$ cat src/wbs_pkg.sv
// wbs_pkg: shared types, sizes and opcode classification for the block end scanner
`timescale 1ns / 1ps

package wbs_pkg;

  // scan sizes
  localparam int OFFSET_BITS   = 24;
  localparam int DEPTH_BITS    = 16;
  localparam int LEBS_BITS     = 33;
  localparam int ACC_BITS      = 32;
  localparam int FIXED_BITS    = 4;
  localparam int SHIFT_BITS    = 3;
  localparam int CODE_BITS     = 8;
  localparam int OUT_DATA_BITS = ((OFFSET_BITS + 7) / 8) * 8;
  localparam int CFG_IDX_BITS  = 2;

  localparam logic [OFFSET_BITS-1:0] OFFSET_MAX = '1;
  localparam logic [DEPTH_BITS-1:0]  DEPTH_MAX  = '1;

  // register indexes; the wide drop and select opcodes (0 and 1) take no
  // immediate, so writes to them change nothing and need no storage
  localparam logic [CFG_IDX_BITS-1:0] CFG_WIDE_GET = 2'd2;
  localparam logic [CFG_IDX_BITS-1:0] CFG_WIDE_SET = 2'd3;

  localparam logic [CODE_BITS-1:0] WIDE_GET_RESET = 8'd202;
  localparam logic [CODE_BITS-1:0] WIDE_SET_RESET = 8'd203;

  typedef enum logic [1:0] {
    PH_OPCODE,
    PH_LEB,
    PH_FIXED,
    PH_COUNT
  } phase_t;

  typedef enum logic [3:0] {
    C_NONE,
    C_BLOCK,
    C_ELSE,
    C_END,
    C_LEB1,
    C_LEB2,
    C_TABLE,
    C_LEB_FIX,
    C_FIX1,
    C_FIX4,
    C_FIX8
  } op_class_t;

  typedef enum logic [1:0] {
    OUT_ELSE,
    OUT_END,
    OUT_NOT_FOUND,
    OUT_OVERFLOW
  } outcome_t;

  // standard opcode classes, by immediate layout
  function automatic op_class_t wbs_classify(input logic [CODE_BITS-1:0] op);
    op_class_t c;
    c = C_NONE;
    if (op >= 8'h02 && op <= 8'h04) c = C_BLOCK;
    else if (op == 8'h05) c = C_ELSE;
    else if (op == 8'h0B) c = C_END;
    else if (op == 8'h0C || op == 8'h0D) c = C_LEB1;
    else if (op == 8'h0E) c = C_TABLE;
    else if (op == 8'h10) c = C_LEB1;
    else if (op == 8'h11) c = C_LEB_FIX;
    else if (op >= 8'h20 && op <= 8'h26) c = C_LEB1;
    else if (op >= 8'h28 && op <= 8'h3E) c = C_LEB2;
    else if (op >= 8'h3F && op <= 8'h42) c = C_LEB1;
    else if (op == 8'h43) c = C_FIX4;
    else if (op == 8'h44) c = C_FIX8;
    else if (op == 8'hD0) c = C_FIX1;
    else if (op == 8'hD2) c = C_LEB1;
    return c;
  endfunction

endpackage

$ cat src/wasm_block_end_scanner.sv
// wasm_block_end_scanner: finds the else or end that closes a wasm block
`timescale 1ns / 1ps

// Takes one code byte per transfer, starting just after a block header, and
// reports the offset of the first else or end at nesting zero (tuser 0 or 1),
// not-found with offset zero when the byte marked tlast passes first (tuser 2),
// or nesting overflow at the offending block, loop or if (tuser 3). A byte with
// in_tuser set restarts the scan at offset zero, whatever the state; between
// scans, bytes without it are consumed and ignored. Each byte is decoded in the
// cycle it is taken: the classifier and the counter updates sit in front of the
// scan state registers, and a result goes into a one-deep output register.
// The block takes one byte per cycle; in_tready drops only while a result sits
// in the output register and out_tready is low. A result is registered, so it
// shows on out_tvalid in the cycle after its byte. Offsets saturate at 2^24-1.
// Registers 2 and 3 hold the wide global get/set opcodes (one LEB index each);
// they apply only to bytes that have no standard opcode class.
// Registers 0 and 1 (wide drop/select) are accepted and have no effect.

module wasm_block_end_scanner
  import wbs_pkg::*;
(
  input  logic                     clk,
  input  logic                     rst_n,
  // input channel
  input  logic                     in_tvalid,
  output logic                     in_tready,
  input  logic [CODE_BITS-1:0]     in_tdata,   // [7:0] code_byte
  input  logic                     in_tuser,   // [0] first_byte
  input  logic                     in_tlast,   // last_byte
  // result channel
  output logic                     out_tvalid,
  input  logic                     out_tready,
  output logic [OUT_DATA_BITS-1:0] out_tdata,  // [23:0] match_offset
  output logic [1:0]               out_tuser,  // [1:0] outcome
  // configuration
  input  logic                     cfg_we,
  input  logic [CFG_IDX_BITS-1:0]  cfg_index,
  input  logic [CODE_BITS-1:0]     cfg_wdata
);

  // configuration registers
  logic [CODE_BITS-1:0] wide_get_r;
  logic [CODE_BITS-1:0] wide_set_r;

  // scan state
  phase_t                 phase_r, phase_nxt;
  logic [OFFSET_BITS-1:0] off_r, off_nxt;
  logic [DEPTH_BITS-1:0]  depth_r, depth_nxt;
  logic [FIXED_BITS-1:0]  fixed_r, fixed_nxt;
  logic [LEBS_BITS-1:0]   lebs_r, lebs_nxt;
  logic                   after_r, after_nxt;
  logic [ACC_BITS-1:0]    acc_r, acc_nxt;
  logic [SHIFT_BITS-1:0]  shift_r, shift_nxt;
  logic                   finished_r;

  // output register
  logic                   out_valid_r;
  outcome_t               out_code_r;
  logic [OFFSET_BITS-1:0] out_off_r;

  // effective state for this byte (a first byte sees a cleared scan)
  phase_t                 cur_phase;
  logic [OFFSET_BITS-1:0] cur_off;
  logic [DEPTH_BITS-1:0]  cur_depth;
  logic [FIXED_BITS-1:0]  cur_fixed;
  logic [LEBS_BITS-1:0]   cur_lebs;
  logic                   cur_after;
  logic [ACC_BITS-1:0]    cur_acc;
  logic [SHIFT_BITS-1:0]  cur_shift;

  logic                   in_xfer;
  logic                   active;
  logic                   step;
  op_class_t              cls;
  logic                   leb_more;
  logic                   overflow;
  logic [LEBS_BITS-1:0]   lebs_dec;
  logic [FIXED_BITS-1:0]  fixed_dec;
  logic [ACC_BITS-1:0]    acc_upd;
  logic [SHIFT_BITS-1:0]  shift_upd;
  logic [CODE_BITS-2:0]   payload7;
  logic                   found;
  outcome_t               found_code;
  logic                   res_valid;

  assign in_tready = !out_valid_r || out_tready;
  assign in_xfer   = in_tvalid && in_tready;
  assign active    = in_tuser || !finished_r;
  assign step      = in_xfer && active;

  assign cur_phase = in_tuser ? PH_OPCODE : phase_r;
  assign cur_off   = in_tuser ? '0 : off_r;
  assign cur_depth = in_tuser ? '0 : depth_r;
  assign cur_fixed = in_tuser ? '0 : fixed_r;
  assign cur_lebs  = in_tuser ? '0 : lebs_r;
  assign cur_after = in_tuser ? 1'b0 : after_r;
  assign cur_acc   = in_tuser ? '0 : acc_r;
  assign cur_shift = in_tuser ? '0 : shift_r;

  // continuation bit of a leb byte
  assign leb_more  = in_tdata[CODE_BITS-1];
  assign payload7  = in_tdata[CODE_BITS-2:0];
  assign overflow  = (cur_depth == DEPTH_MAX);
  assign lebs_dec  = (cur_lebs != '0) ? cur_lebs - LEBS_BITS'(1) : '0;
  assign fixed_dec = (cur_fixed != '0) ? cur_fixed - FIXED_BITS'(1) : '0;

  // wide global get/set only claim bytes with no standard immediate
  always_comb begin
    cls = wbs_classify(in_tdata);
    if (cls == C_NONE && (in_tdata == wide_get_r || in_tdata == wide_set_r)) begin
      cls = C_LEB1;
    end
  end

  // branch table count: seven bits per byte, bits past 32 dropped
  always_comb begin
    acc_upd = cur_acc;
    unique case (cur_shift)
      3'd0:    acc_upd = cur_acc | {25'b0, payload7};
      3'd1:    acc_upd = cur_acc | {18'b0, payload7, 7'b0};
      3'd2:    acc_upd = cur_acc | {11'b0, payload7, 14'b0};
      3'd3:    acc_upd = cur_acc | {4'b0, payload7, 21'b0};
      3'd4:    acc_upd = cur_acc | {payload7[3:0], 28'b0};
      default: acc_upd = cur_acc;
    endcase
    shift_upd = (cur_shift < SHIFT_BITS'(5)) ? cur_shift + SHIFT_BITS'(1) : cur_shift;
  end

  // next phase
  always_comb begin
    phase_nxt = cur_phase;
    unique case (cur_phase)
      PH_OPCODE: begin
        unique case (cls)
          C_BLOCK:                    phase_nxt = overflow ? PH_OPCODE : PH_LEB;
          C_LEB1, C_LEB2, C_LEB_FIX:  phase_nxt = PH_LEB;
          C_TABLE:                    phase_nxt = PH_COUNT;
          C_FIX1, C_FIX4, C_FIX8:     phase_nxt = PH_FIXED;
          default:                    phase_nxt = PH_OPCODE;
        endcase
      end
      PH_LEB: begin
        if (!leb_more && lebs_dec == '0) begin
          phase_nxt = cur_after ? PH_FIXED : PH_OPCODE;
        end
      end
      PH_FIXED: begin
        if (fixed_dec == '0) phase_nxt = PH_OPCODE;
      end
      PH_COUNT: begin
        if (!leb_more) phase_nxt = PH_LEB;
      end
    endcase
  end

  // counters and the match decision
  always_comb begin
    depth_nxt  = cur_depth;
    fixed_nxt  = cur_fixed;
    lebs_nxt   = cur_lebs;
    after_nxt  = cur_after;
    acc_nxt    = cur_acc;
    shift_nxt  = cur_shift;
    found      = 1'b0;
    found_code = OUT_END;
    unique case (cur_phase)
      PH_OPCODE: begin
        unique case (cls)
          C_BLOCK: begin
            if (overflow) begin
              found      = 1'b1;
              found_code = OUT_OVERFLOW;
            end else begin
              depth_nxt = cur_depth + DEPTH_BITS'(1);
              lebs_nxt  = LEBS_BITS'(1);
            end
          end
          C_ELSE: begin
            if (cur_depth == '0) begin
              found      = 1'b1;
              found_code = OUT_ELSE;
            end
          end
          C_END: begin
            if (cur_depth == '0) begin
              found      = 1'b1;
              found_code = OUT_END;
            end else begin
              depth_nxt = cur_depth - DEPTH_BITS'(1);
            end
          end
          C_LEB1: lebs_nxt = LEBS_BITS'(1);
          C_LEB2: lebs_nxt = LEBS_BITS'(2);
          C_LEB_FIX: begin
            lebs_nxt  = LEBS_BITS'(1);
            after_nxt = 1'b1;
          end
          C_TABLE: begin
            acc_nxt   = '0;
            shift_nxt = '0;
          end
          C_FIX1: fixed_nxt = FIXED_BITS'(1);
          C_FIX4: fixed_nxt = FIXED_BITS'(4);
          C_FIX8: fixed_nxt = FIXED_BITS'(8);
          default: ;
        endcase
      end
      PH_LEB: begin
        if (!leb_more) begin
          lebs_nxt = lebs_dec;
          // indirect call: table byte follows the type index
          if (lebs_dec == '0 && cur_after) begin
            after_nxt = 1'b0;
            fixed_nxt = FIXED_BITS'(1);
          end
        end
      end
      PH_FIXED: fixed_nxt = fixed_dec;
      PH_COUNT: begin
        acc_nxt   = acc_upd;
        shift_nxt = shift_upd;
        // targets plus the default target
        if (!leb_more) lebs_nxt = {1'b0, acc_upd} + LEBS_BITS'(1);
      end
    endcase
  end

  assign res_valid = found || in_tlast;
  assign off_nxt   = (cur_off == OFFSET_MAX) ? cur_off : cur_off + OFFSET_BITS'(1);

  // configuration
  always_ff @(posedge clk) begin
    if (!rst_n) begin
      wide_get_r <= WIDE_GET_RESET;
      wide_set_r <= WIDE_SET_RESET;
    end else if (cfg_we) begin
      if (cfg_index == CFG_WIDE_GET) wide_get_r <= cfg_wdata;
      if (cfg_index == CFG_WIDE_SET) wide_set_r <= cfg_wdata;
    end
  end

  // scan state
  always_ff @(posedge clk) begin
    if (!rst_n) begin
      phase_r    <= PH_OPCODE;
      off_r      <= '0;
      depth_r    <= '0;
      fixed_r    <= '0;
      lebs_r     <= '0;
      after_r    <= 1'b0;
      acc_r      <= '0;
      shift_r    <= '0;
      finished_r <= 1'b1;
    end else if (step) begin
      phase_r    <= phase_nxt;
      off_r      <= off_nxt;
      depth_r    <= depth_nxt;
      fixed_r    <= fixed_nxt;
      lebs_r     <= lebs_nxt;
      after_r    <= after_nxt;
      acc_r      <= acc_nxt;
      shift_r    <= shift_nxt;
      finished_r <= res_valid;
    end
  end

  // result register
  always_ff @(posedge clk) begin
    if (!rst_n) begin
      out_valid_r <= 1'b0;
    end else if (step && res_valid) begin
      out_valid_r <= 1'b1;
    end else if (out_tready) begin
      out_valid_r <= 1'b0;
    end
  end

  always_ff @(posedge clk) begin
    if (step && res_valid) begin
      out_code_r <= found ? found_code : OUT_NOT_FOUND;
      out_off_r  <= found ? cur_off : '0;
    end
  end

  assign out_tvalid = out_valid_r;
  assign out_tuser  = out_code_r;
  assign out_tdata  = OUT_DATA_BITS'(out_off_r);

  // a result only ever follows an input transfer
  a_result_from_xfer: assert property (@(posedge clk) disable iff (!rst_n)
    $rose(out_valid_r) |-> $past(in_xfer))
    else $error("result appeared without an input transfer");

  // any reported result closes the scan
  a_result_closes: assert property (@(posedge clk) disable iff (!rst_n)
    (step && res_valid) |=> finished_r)
    else $error("scan still open after a result");

  // the leb phase always has at least one field left
  a_leb_count: assert property (@(posedge clk) disable iff (!rst_n)
    (phase_r == PH_LEB) |-> (lebs_r != '0))
    else $error("leb phase with no field left");

  // the fixed phase always has at least one byte left
  a_fixed_count: assert property (@(posedge clk) disable iff (!rst_n)
    (phase_r == PH_FIXED) |-> (fixed_r != '0))
    else $error("fixed phase with no byte left");

endmodule

$ cat config.mk
export PLATFORM = sky130hd
export DESIGN_NAME = wasm_block_end_scanner
export DESIGN_NICKNAME = d
export VERILOG_FILES = /design/src/wbs_pkg.sv /design/src/wasm_block_end_scanner.sv
export SDC_FILE = /design/constraint.sdc
export NUM_CORES = 1
export LEC_CHECK = 0
export BUFFER_PORTS_ARGS = -buffer_cell sky130_fd_sc_hd__buf_2
export CAP_MARGIN = 20
export CORE_ASPECT_RATIO = 1.75
export CORE_UTILIZATION = 35
export CTS_BUF_LIST = sky130_fd_sc_hd__clkbuf_8 sky130_fd_sc_hd__clkbuf_16
export DETAILED_ROUTE_END_ITERATION = 8
export PLACE_DENSITY = 0.49
export SLEW_MARGIN = 25
export SYNTH_ARGS = -nofsm -noshare
export SYNTH_HDL_FRONTEND = slang
export SYNTH_SLANG_ARGS = --single-unit
$ cat constraint.sdc
create_clock -name clk -period 9.2 [get_ports clk]
set_input_delay 1.38 -clock clk [delete_from_list [all_inputs] [get_ports clk]]
set_output_delay 1.38 -clock clk [all_outputs]
set_load 0.05 [all_outputs]
==> results of run 1 <==
## state kept, by name, indices dropped and copies added, names as in the netlist
| name | count |
|---|---|
| finished_r | 1 |
| phase_r | 2 |
| shift_r | 3 |
| wide_set_r | 8 |
| out_tvalid | 1 |
| wide_get_r | 8 |
| after_r | 1 |
| acc_r | 32 |
| fixed_r | 4 |
| out_tuser | 2 |
| depth_r | 16 |
| off_r | 24 |
| lebs_r | 33 |
| out_tdata | 24 |
## cell usage after synthesis, types with 11 or more instances
library cell,count,share of area (%)
and2_1,23,1.2
and3_1,40,2.0
o21ai_0,125,5.0
and4_1,12,0.84
dfxtp_1,133,21
a21oi_1,116,4.7
a21o_1,15,0.91
inv_1,31,0.94
nand4_1,36,1.8
xor2_1,36,2.5
edfxtp_1,26,6.3
clkbuf_1,119,3.6
a31oi_1,30,1.5
a221oi_1,25,1.8
nor2b_1,32,1.6
nand3_1,84,3.4
nand2_1,209,6.3
o311ai_0,14,0.99
or3_1,15,0.75
a22oi_1,21,1.3
o31a_1,11,0.77
xnor2_1,24,1.7
nor3_1,43,1.7
nor4_1,42,2.1
a211oi_1,20,1.2
nor2_1,156,4.7
ha_1,18,1.8
buf_1,13,0.39
o211ai_1,16,0.97
a32o_1,12,0.97
## layout make-up
class | count | area, um^2 | area share, %
Multi-Input combinational cell | 1380 | 8303 | 61.63
Tap cell | 465 | 581.8 | 4.319
Sequential cell | 159 | 3443 | 25.56
Clock buffer | 17 | 425.4 | 3.158
Timing Repair Buffer | 78 | 457.9 | 3.399
Clock inverter | 15 | 131.4 | 0.9752
Inverter | 34 | 128.9 | 0.9566
## power breakdown
part           total (mW)  leakage (nW)  internal [mW]  switching (mW)
registers           0.737          1.30          0.722          0.0155
logic               0.351          3.10         0.0933           0.257
clock network       0.708         0.287          0.393           0.315
total                1.80          4.69           1.21           0.588
## worst reg2reg max path, stage by stage, from the launching register on
cell,delay (ns)
dfxtp_1,0.57
nor2b_1,0.72
inv_2,0.41
ha_1,0.49
or3b_1,0.59
o31a_1,0.54
a41o_1,0.36
a21oi_2,0.52
nor3_1,0.19
xnor2_1,0.29
o22ai_1,0.13
a221o_1,0.30
## final timing paths
kind	end	slack, ns	cells past startpoint
worst min-delay path	wide_get_r[4]	0.47	2
worst max register to register	lebs_r[18]	3.99	11
worst max-delay path	lebs_r[31]	3.29	12
worst min register to register	wide_get_r[4]	0.47	2
## layer usage
| layer | GRT usage (%) | vias to the layer above | wire, um |
|---|---|---|---|
| met1 | 29.33 | 6425 | 18430 |
| met3 | 3.105 | 157 | 2114 |
| met5 | 0 | - | 0 |
| met4 | 19.07 | 0 | 3124 |
| met2 | 49.02 | 534 | 25030 |
| li1 | - | 6380 | - |
## through the flow
step	setup slack, ns	util, %	cells
global route	2.926	38.42	2148
CTS	3.233	38.37	2148
global placement	2.895	36.77	2116
floorplan	3.242	-	1719
detailed placement	2.759	36.78	2116
finish	3.288	38.42	2148
## cell families after synthesis
group / synth area share [%]
and+or+nand+nor: 31.08
AOI/OAI and AO/OA: 29.02
buffers and inverters: 5.754
DFF: 27.68
xor gates and xnor gates: 4.225
adders and majority gates: 1.811
muxes: 0.4225
==> flow_metrics.env, run 1 <==
export IMPL_cts_sinks=159
export IMPL_setup_viol=0
export IMPL_first_iter_violations=968
export IMPL_antenna_cells=0
export IMPL_maxSlewViolCount=0
export IMPL_path_cells="buf_4 > clkinv_2 > nand2_1 > ha_1 > or3b_1 > o31a_1 > nand2_1 > o221ai_1 > nor4b_1 > a31oi_1 > or4b_1 > a41oi_1"
export IMPL_fin_nets=1713
export IMPL_slew_headroom_pct=26.90
export IMPL_cp_slowest_stage_delay_ns=0.74
export IMPL_synth_seq_area_share_pct=27.68
export IMPL_die_h_um=251.4
export IMPL_track_usage_pct=27.37
export IMPL_fillerInstances=3784
export IMPL_synth_ff_type="dfxtp_1"
export IMPL_async_flop_share_pct=0
export IMPL_cts_tree="built"
export IMPL_r2r_start="shift_r[2]"
export IMPL_core_mm2=0.03507
export IMPL_worstHoldPathType="reg2reg"
export IMPL_finalPower_mw=1.796
export IMPL_fmax_ghz=0.1691
export IMPL_grt_overflow=0
export IMPL_die_area_mm2=0.03633
export IMPL_avgSynthCellArea_um2=7.236
export IMPL_syn_inst=1719
export IMPL_grt_pass1_wl_um=75670
export IMPL_finalSetupTns_ns=0
export IMPL_worstSkewPairLatency_ns=0.46
export IMPL_yosys_warnings=0
export IMPL_timing_hold_violations_final=0
export IMPL_final_cell_mix="nand2_1 (208), nor2_1 (156), dfxtp_1 (133)"
export IMPL_hold_buffers=0
export IMPL_drt_pass1_iter_count=6
export IMPL_post_cts_setup_buffers=0
export IMPL_p_per_area_mw_per_mm2=133.3
export IMPL_drive_gt1_share_pct=8.259
export IMPL_initial_core_util_pct=35.47
export IMPL_crit_family="simple AND/OR/NAND/NOR gates"
export IMPL_start_kind="primary input"
export IMPL_first_global_vias=12980
export IMPL_mostFrequentLayoutCell="nand2_1"
export IMPL_ys_seq_elements=159
export IMPL_clk_pin_slew_ns=0.07
export IMPL_leakage_nw=4.686
export IMPL_yosysUniqueCellTypes=86
export IMPL_port_buffer_count=52
export IMPL_whs_ns=0.4690
export IMPL_io_pins=53
export IMPL_numCtsBuffers=17
export IMPL_crit_type="in2reg"
export IMPL_grt_start_max_net_pins=62
export IMPL_antenna_found_initial=1
export IMPL_fin_area_mm2=0.01347
export IMPL_tightest_slew_ns=1.085
export IMPL_hpwl_um=34930
export IMPL_drcViolationCount=0
export IMPL_required_ns=9.58
export IMPL_timing_hold_worst_start="wide_get_r[4]"
export IMPL_status="finished clean"
export IMPL_ant_nets=0
export IMPL_cts_root_buffer="clkbuf_16"
export IMPL_crit_buf_inv=2
export IMPL_placed_cell_area_mm2=0.01290
export IMPL_row_count=91
export IMPL_synth_nets=1762
export IMPL_rsz0062_at_grt="false"
export IMPL_syn_to_final_growth_pct=8.309
export IMPL_synth_edf_count=26
export IMPL_worst_path_max_fanout=22
export IMPL_htree_levels=4
export IMPL_vias_per_cell=6.283
export IMPL_num_vias=13500
export IMPL_cp_end_kind="register"
export IMPL_finalCritPeriodShare_pct=64.26
export IMPL_ir_drop_mv=0.1317
export IMPL_cts_resized=0
export IMPL_routed_wl_um=48700
export IMPL_crit_top_cell="nand2_1"
export IMPL_crit_slowest_cell="nor4b_1"
export IMPL_fin_crit_ns=5.912
export IMPL_syn_cell_area_mm2=0.01244
export IMPL_crit_arrival_ns=6.29
export IMPL_clock_skew_ns=0.01153
export IMPL_die_w_um=144.5
export IMPL_clockBufferDepth=2
export IMPL_cap_violations=0
export IMPL_gp_congestion=0.9567
export IMPL_post_drt_wl_per_cell_um=22.67
export IMPL_crit_path_start="in_tuser"
(Power assumes the default switching activity.)
==> inputs of run 2 (changes only) <==
PLACE_DENSITY = 0.51   (was 0.49)
clock period = 4.9 ns   (was 9.2 ns; I/O delays follow)
==> run 2 against run 1 <==
Net effect: final area rose by 2.4%; total power is 89% higher; non-clock buffer count grew 44; largest power group unchanged; critical path depth down 3; largest cell class unchanged; first-iteration DRC count grew 17%; sequential power increased by 87%; clock power rose by 86%.
==> flow_metrics.env, run 2 (synthesis results as in run 1) <==
export IMPL_port_buffer_count=52
export IMPL_cts_sinks=159
export IMPL_final_cell_mix="nand2_1 (209), nor2_1 (156), dfxtp_1 (133)"
export IMPL_cp_end_kind="register"
export IMPL_die_w_um=144.5
export IMPL_clockBufferDepth=2
export IMPL_leakage_nw=4.883
export IMPL_fin_nets=1757
export IMPL_slew_headroom_pct=36.90
export IMPL_fin_crit_ns=4.193
export IMPL_clock_skew_ns=0.01091
export IMPL_cp_slowest_stage_delay_ns=0.70
export IMPL_hpwl_um=38150
export IMPL_core_mm2=0.03507
export IMPL_cts_resized=0
export IMPL_cts_root_buffer="clkbuf_16"
export IMPL_numCtsBuffers=17
export IMPL_finalSetupTns_ns=0
export IMPL_row_count=91
export IMPL_tightest_slew_ns=0.9466
export IMPL_gp_congestion=0.9678
export IMPL_rrSetupSlack_ns=0.71
export IMPL_setup_viol=0
export IMPL_antenna_found_initial=0
export IMPL_initial_core_util_pct=35.47
export IMPL_routed_wl_um=51110
export IMPL_timing_hold_violations_final=0
export IMPL_crit_type="reg2reg"
export IMPL_fmax_ghz=0.2385
export IMPL_post_drt_wl_per_cell_um=23.31
export IMPL_die_h_um=251.4
export IMPL_seq_area_mm2=0.003443
export IMPL_fillerInstances=3805
export IMPL_hold_buffers=0
export IMPL_ant_nets=0
export IMPL_grt_overflow=0
export IMPL_htree_levels=4
export IMPL_io_pins=53
export IMPL_status="finished clean"
export IMPL_crit_top_cell="nand4_1"
export IMPL_crit_family="simple AND/OR/NAND/NOR gates"
export IMPL_whs_ns=0.4693
export IMPL_ir_drop_mv=0.2456
export IMPL_clk_pin_slew_ns=0.07
export IMPL_finalCritPeriodShare_pct=85.57
export IMPL_crit_slowest_cell="nor3_1"
export IMPL_top_regs="lebs_r x33, acc_r x32"
export IMPL_largest_reg_flops=33
export IMPL_cts_tree="built"
export IMPL_multi_input_area_mm2=0.008283
export IMPL_start_kind="register"
export IMPL_num_vias=13780
export IMPL_drt_pass1_iter_count=6
export IMPL_p_per_area_mw_per_mm2=245.6
export IMPL_fin_cells=2193
export IMPL_regMostFlops="lebs_r"
export IMPL_grt_start_max_net_pins=94
export IMPL_track_usage_pct=28.32
export IMPL_grt_util_met1_pct=28.95
export IMPL_drcViolationCount=0
export IMPL_crit_arrival_ns=4.55
export IMPL_required_ns=5.26
export IMPL_vias_per_cell=6.285
export IMPL_crit_buf_inv=1
export IMPL_die_area_mm2=0.03633
export IMPL_syn_to_final_growth_pct=10.94
export IMPL_mostFrequentLayoutCell="nand2_1"
export IMPL_worstHoldPathType="reg2reg"
export IMPL_dp_cells=2160
export IMPL_post_cts_setup_buffers=0
export IMPL_drive_gt1_share_pct=10.60
export IMPL_grt_pass1_wl_um=77130
export IMPL_worstSkewPairLatency_ns=0.47
export IMPL_busiest_layer="met2"
export IMPL_rsz0062_at_grt="false"
export IMPL_worst_path_max_fanout=11
export IMPL_path_cells="nor3_1 > buf_4 > nand4_1 > o31a_1 > nor4_1 > nand4_1 > nor4_2 > o21ai_0 > a22o_1"
export IMPL_first_iter_violations=1128
export IMPL_cap_violations=0
export IMPL_gr_usage_met3_pct=3.714
export IMPL_maxSlewViolCount=0
export IMPL_first_global_vias=12980
export IMPL_grt_use_met2_pct=51.29
[run 2: cell count changes in the layout (fill, tap and decap cells not counted), sizes merged]
cell | before | now
bufinv | 2 | 1
clkbuf | 17 | 18
diode | 0 | 1
clkinv | 9 | 5
clkinvlp | 1 | 5
buf | 78 | 122
[run 2: area by class of cell]
cell class / count / share of cell area (%)
Timing Repair Buffer: 122 / 5.803
Inverter: 34 / 0.9339
Sequential cell: 159 / 24.95
Multi-Input combinational cell: 1380 / 60.02
Clock buffer: 18 / 3.183
Antenna cell: 1 / 0.01813
Tap cell: 465 / 4.216
Clock inverter: 14 / 0.8704
[run 2: per-layer routing]
layer | up-vias | part of all wire, % | routed length (um)
met5 | - | 0 | 0
met4 | 0 | 7.9 | 4023
met3 | 180 | 4.5 | 2318
met2 | 571 | 52 | 26410
met1 | 6565 | 36 | 18360
li1 | 6468 | - | -
[run 2: final timing paths]
check	start	end	cells past startpoint
max	lebs_r[3]	fixed_r[3]	9
max reg2reg	lebs_r[3]	fixed_r[3]	9
min reg2reg	wide_set_r[4]	wide_set_r[4]	2
min	wide_set_r[4]	wide_set_r[4]	2
[run 2: metrics by stage]
step                util (%)  setup slack [ns]  cell area [um^2]  total power [mW]
CTS                    39.34            0.7227             13800             3.403
floorplan                  -           0.01012             12450             1.839
finish                 39.35            0.7073             13800             3.389
detailed placement     37.75            0.4797             13240             2.085
global route           39.34            0.5299             13800             3.502
global placement       37.75            0.5504             13240             2.089
[run 2: worst reg2reg max path, delay by kind of cell (launching register included)]
family,cells,cell delay (ns)
AND/OR/NAND/NOR,5,2.29
AO/OA/AOI/OAI,3,1.04
flip-flops,1,0.45
buffers and inverters,1,0.31
[run 2: report_power, final]
group | switching (mW) | internal [mW]
Sequential | 0.0294 | 1.36
Clock | 0.606 | 0.709
Combinational | 0.492 | 0.197
Total | 1.13 | 2.26
==> inputs of run 3 (changes only) <==
CORE_MARGIN = 2   (was not set)
==> run 3 against run 2 <==
Net effect: core utilization shrank 0.074 points; via count shrank 0.48%; critical endpoint is now lebs_r[31]; sequential share of layout area is essentially flat; sequential power is essentially flat; combinational power shrank 1%; wire length shrank 4.0%; clock skew grew 0.0016 ns; cell count shrank 0.50%.
==> flow_metrics.env, run 3 (synthesis results as in run 1) <==
export IMPL_crit_arrival_ns=4.58
export IMPL_vias_per_cell=6.287
export IMPL_r2r_start="shift_r[0]"
export IMPL_gp_congestion=0.9549
export IMPL_finalSetupTns_ns=0
export IMPL_row_count=91
export IMPL_rsz0062_at_grt="false"
export IMPL_grt_start_max_net_pins=104
export IMPL_antenna_found_initial=0
export IMPL_fin_nets=1747
export IMPL_antenna_cells=0
export IMPL_hpwl_um=35870
export IMPL_drive_gt1_share_pct=9.901
export IMPL_largest_reg_flops=33
export IMPL_finalCritPeriodShare_pct=85.90
export IMPL_cap_violations=0
export IMPL_cts_root_buffer="clkbuf_16"
export IMPL_htree_levels=4
export IMPL_port_buffer_count=52
export IMPL_fin_crit_ns=4.209
export IMPL_clock_skew_ns=0.01253
export IMPL_drt_pass1_iter_count=9
export IMPL_top_regs="lebs_r x33, acc_r x32"
export IMPL_mostFrequentLayoutCell="nand2_1"
export IMPL_hold_buffers=0
export IMPL_setup_viol=0
export IMPL_status="finished clean"
export IMPL_tightest_slew_ns=1.016
export IMPL_maxSlewViolCount=0
export IMPL_worstSkewPairLatency_ns=0.46
export IMPL_first_iter_violations=1198
export IMPL_initial_core_util_pct=35.35
export IMPL_rrSetupSlack_ns=0.85
export IMPL_timing_hold_violations_final=0
export IMPL_worst_path_max_fanout=12
export IMPL_first_global_vias=13100
export IMPL_slew_headroom_pct=31.23
export IMPL_p_per_area_mw_per_mm2=253.6
export IMPL_start_kind="primary input"
export IMPL_cts_tree="built"
export IMPL_post_cts_setup_buffers=0
export IMPL_ir_drop_mv=0.2458
export IMPL_crit_type="in2reg"
export IMPL_worstHoldPathType="reg2reg"
export IMPL_finish_utilization_pct=39.28
export IMPL_regMostFlops="lebs_r"
export IMPL_die_h_um=253.4
export IMPL_die_w_um=146.5
export IMPL_cp_end_kind="register"
export IMPL_die_area_mm2=0.03712
export IMPL_required_ns=5.27
export IMPL_leakage_nw=4.900
export IMPL_cts_resized=0
export IMPL_io_pins=53
export IMPL_post_drt_wl_per_cell_um=22.48
export IMPL_drcViolationCount=0
export IMPL_ant_nets=0
export IMPL_clk_pin_slew_ns=0.06
export IMPL_fmax_ghz=0.2376
export IMPL_grt_overflow=0
export IMPL_crit_path_start="in_tuser"
export IMPL_cts_sinks=159
export IMPL_num_vias=13720
export IMPL_grt_pass1_wl_um=75650
export IMPL_core_mm2=0.03518
export IMPL_routed_wl_um=49060
export IMPL_syn_to_final_growth_pct=11.10
export IMPL_final_cell_mix="nand2_1 (209), nor2_1 (156), dfxtp_1 (133)"
export IMPL_track_usage_pct=26.25
export IMPL_timing_hold_worst_start="wide_get_r[5]"
export IMPL_clockBufferDepth=2
export IMPL_numCtsBuffers=17
-- run 3: metal layers --
layer / track usage (%) / share of wire, % / vias up
met5: 0 / 0 / -
met2: 46.63 / 50 / 574
met4: 20.78 / 8.0 / 0
met3: 3.099 / 4.3 / 183
met1: 28.06 / 38 / 6515
li1: - / - / 6446
-- run 3: power breakdown --
part | switching [mW] | total (mW) | internal [mW]
registers | 0.0281 | 1.38 | 1.36
clock network | 0.580 | 1.44 | 0.858
logic | 0.488 | 0.683 | 0.195
-- run 3: cell type report --
cell class	instances	area [um^2]
fillers	3751	21360
inverters	34	128.9
flip-flops and latches	159	3443
clock buffers	18	439.2
well taps	465	581.8
repair buffers	112	763.2
clock inverters	14	178.9
multi-input cells	1380	8283
-- run 3: path summary, 6_finish.rpt --
check | to | cells past startpoint
min reg2reg | wide_get_r[5] | 2
max reg2reg | lebs_r[31] | 12
max | lebs_r[31] | 14
min | wide_get_r[5] | 2
-- run 3: per-stage QoR --
stage               cells  setup WS (ns)  instance area (um^2)  power, mW  hold slack (ns)
floorplan            1719        0.01012                 12450      1.839           0.4373
global placement     2150         0.4289                 13200      2.078           0.4468
detailed placement   2150         0.2764                 13200      2.077           0.4538
CTS                  2182         0.7417                 13820      3.522           0.4675
global route         2182         0.4625                 13820      3.640           0.4922
finish               2182         0.6909                 13820      3.504           0.4676
-- run 3: critical path, stage by stage --
cell and delay, ns:
buf_4 0.17, clkinv_2 0.10, nand2_1 0.10, inv_1 0.11
ha_1 0.19, ha_1 0.17, or3b_1 0.31, o311ai_0 0.20
a222oi_1 0.71, nand4_1 0.46, nor4_4 0.47, a31oi_1 0.13
or4b_1 0.52, a41oi_1 0.20
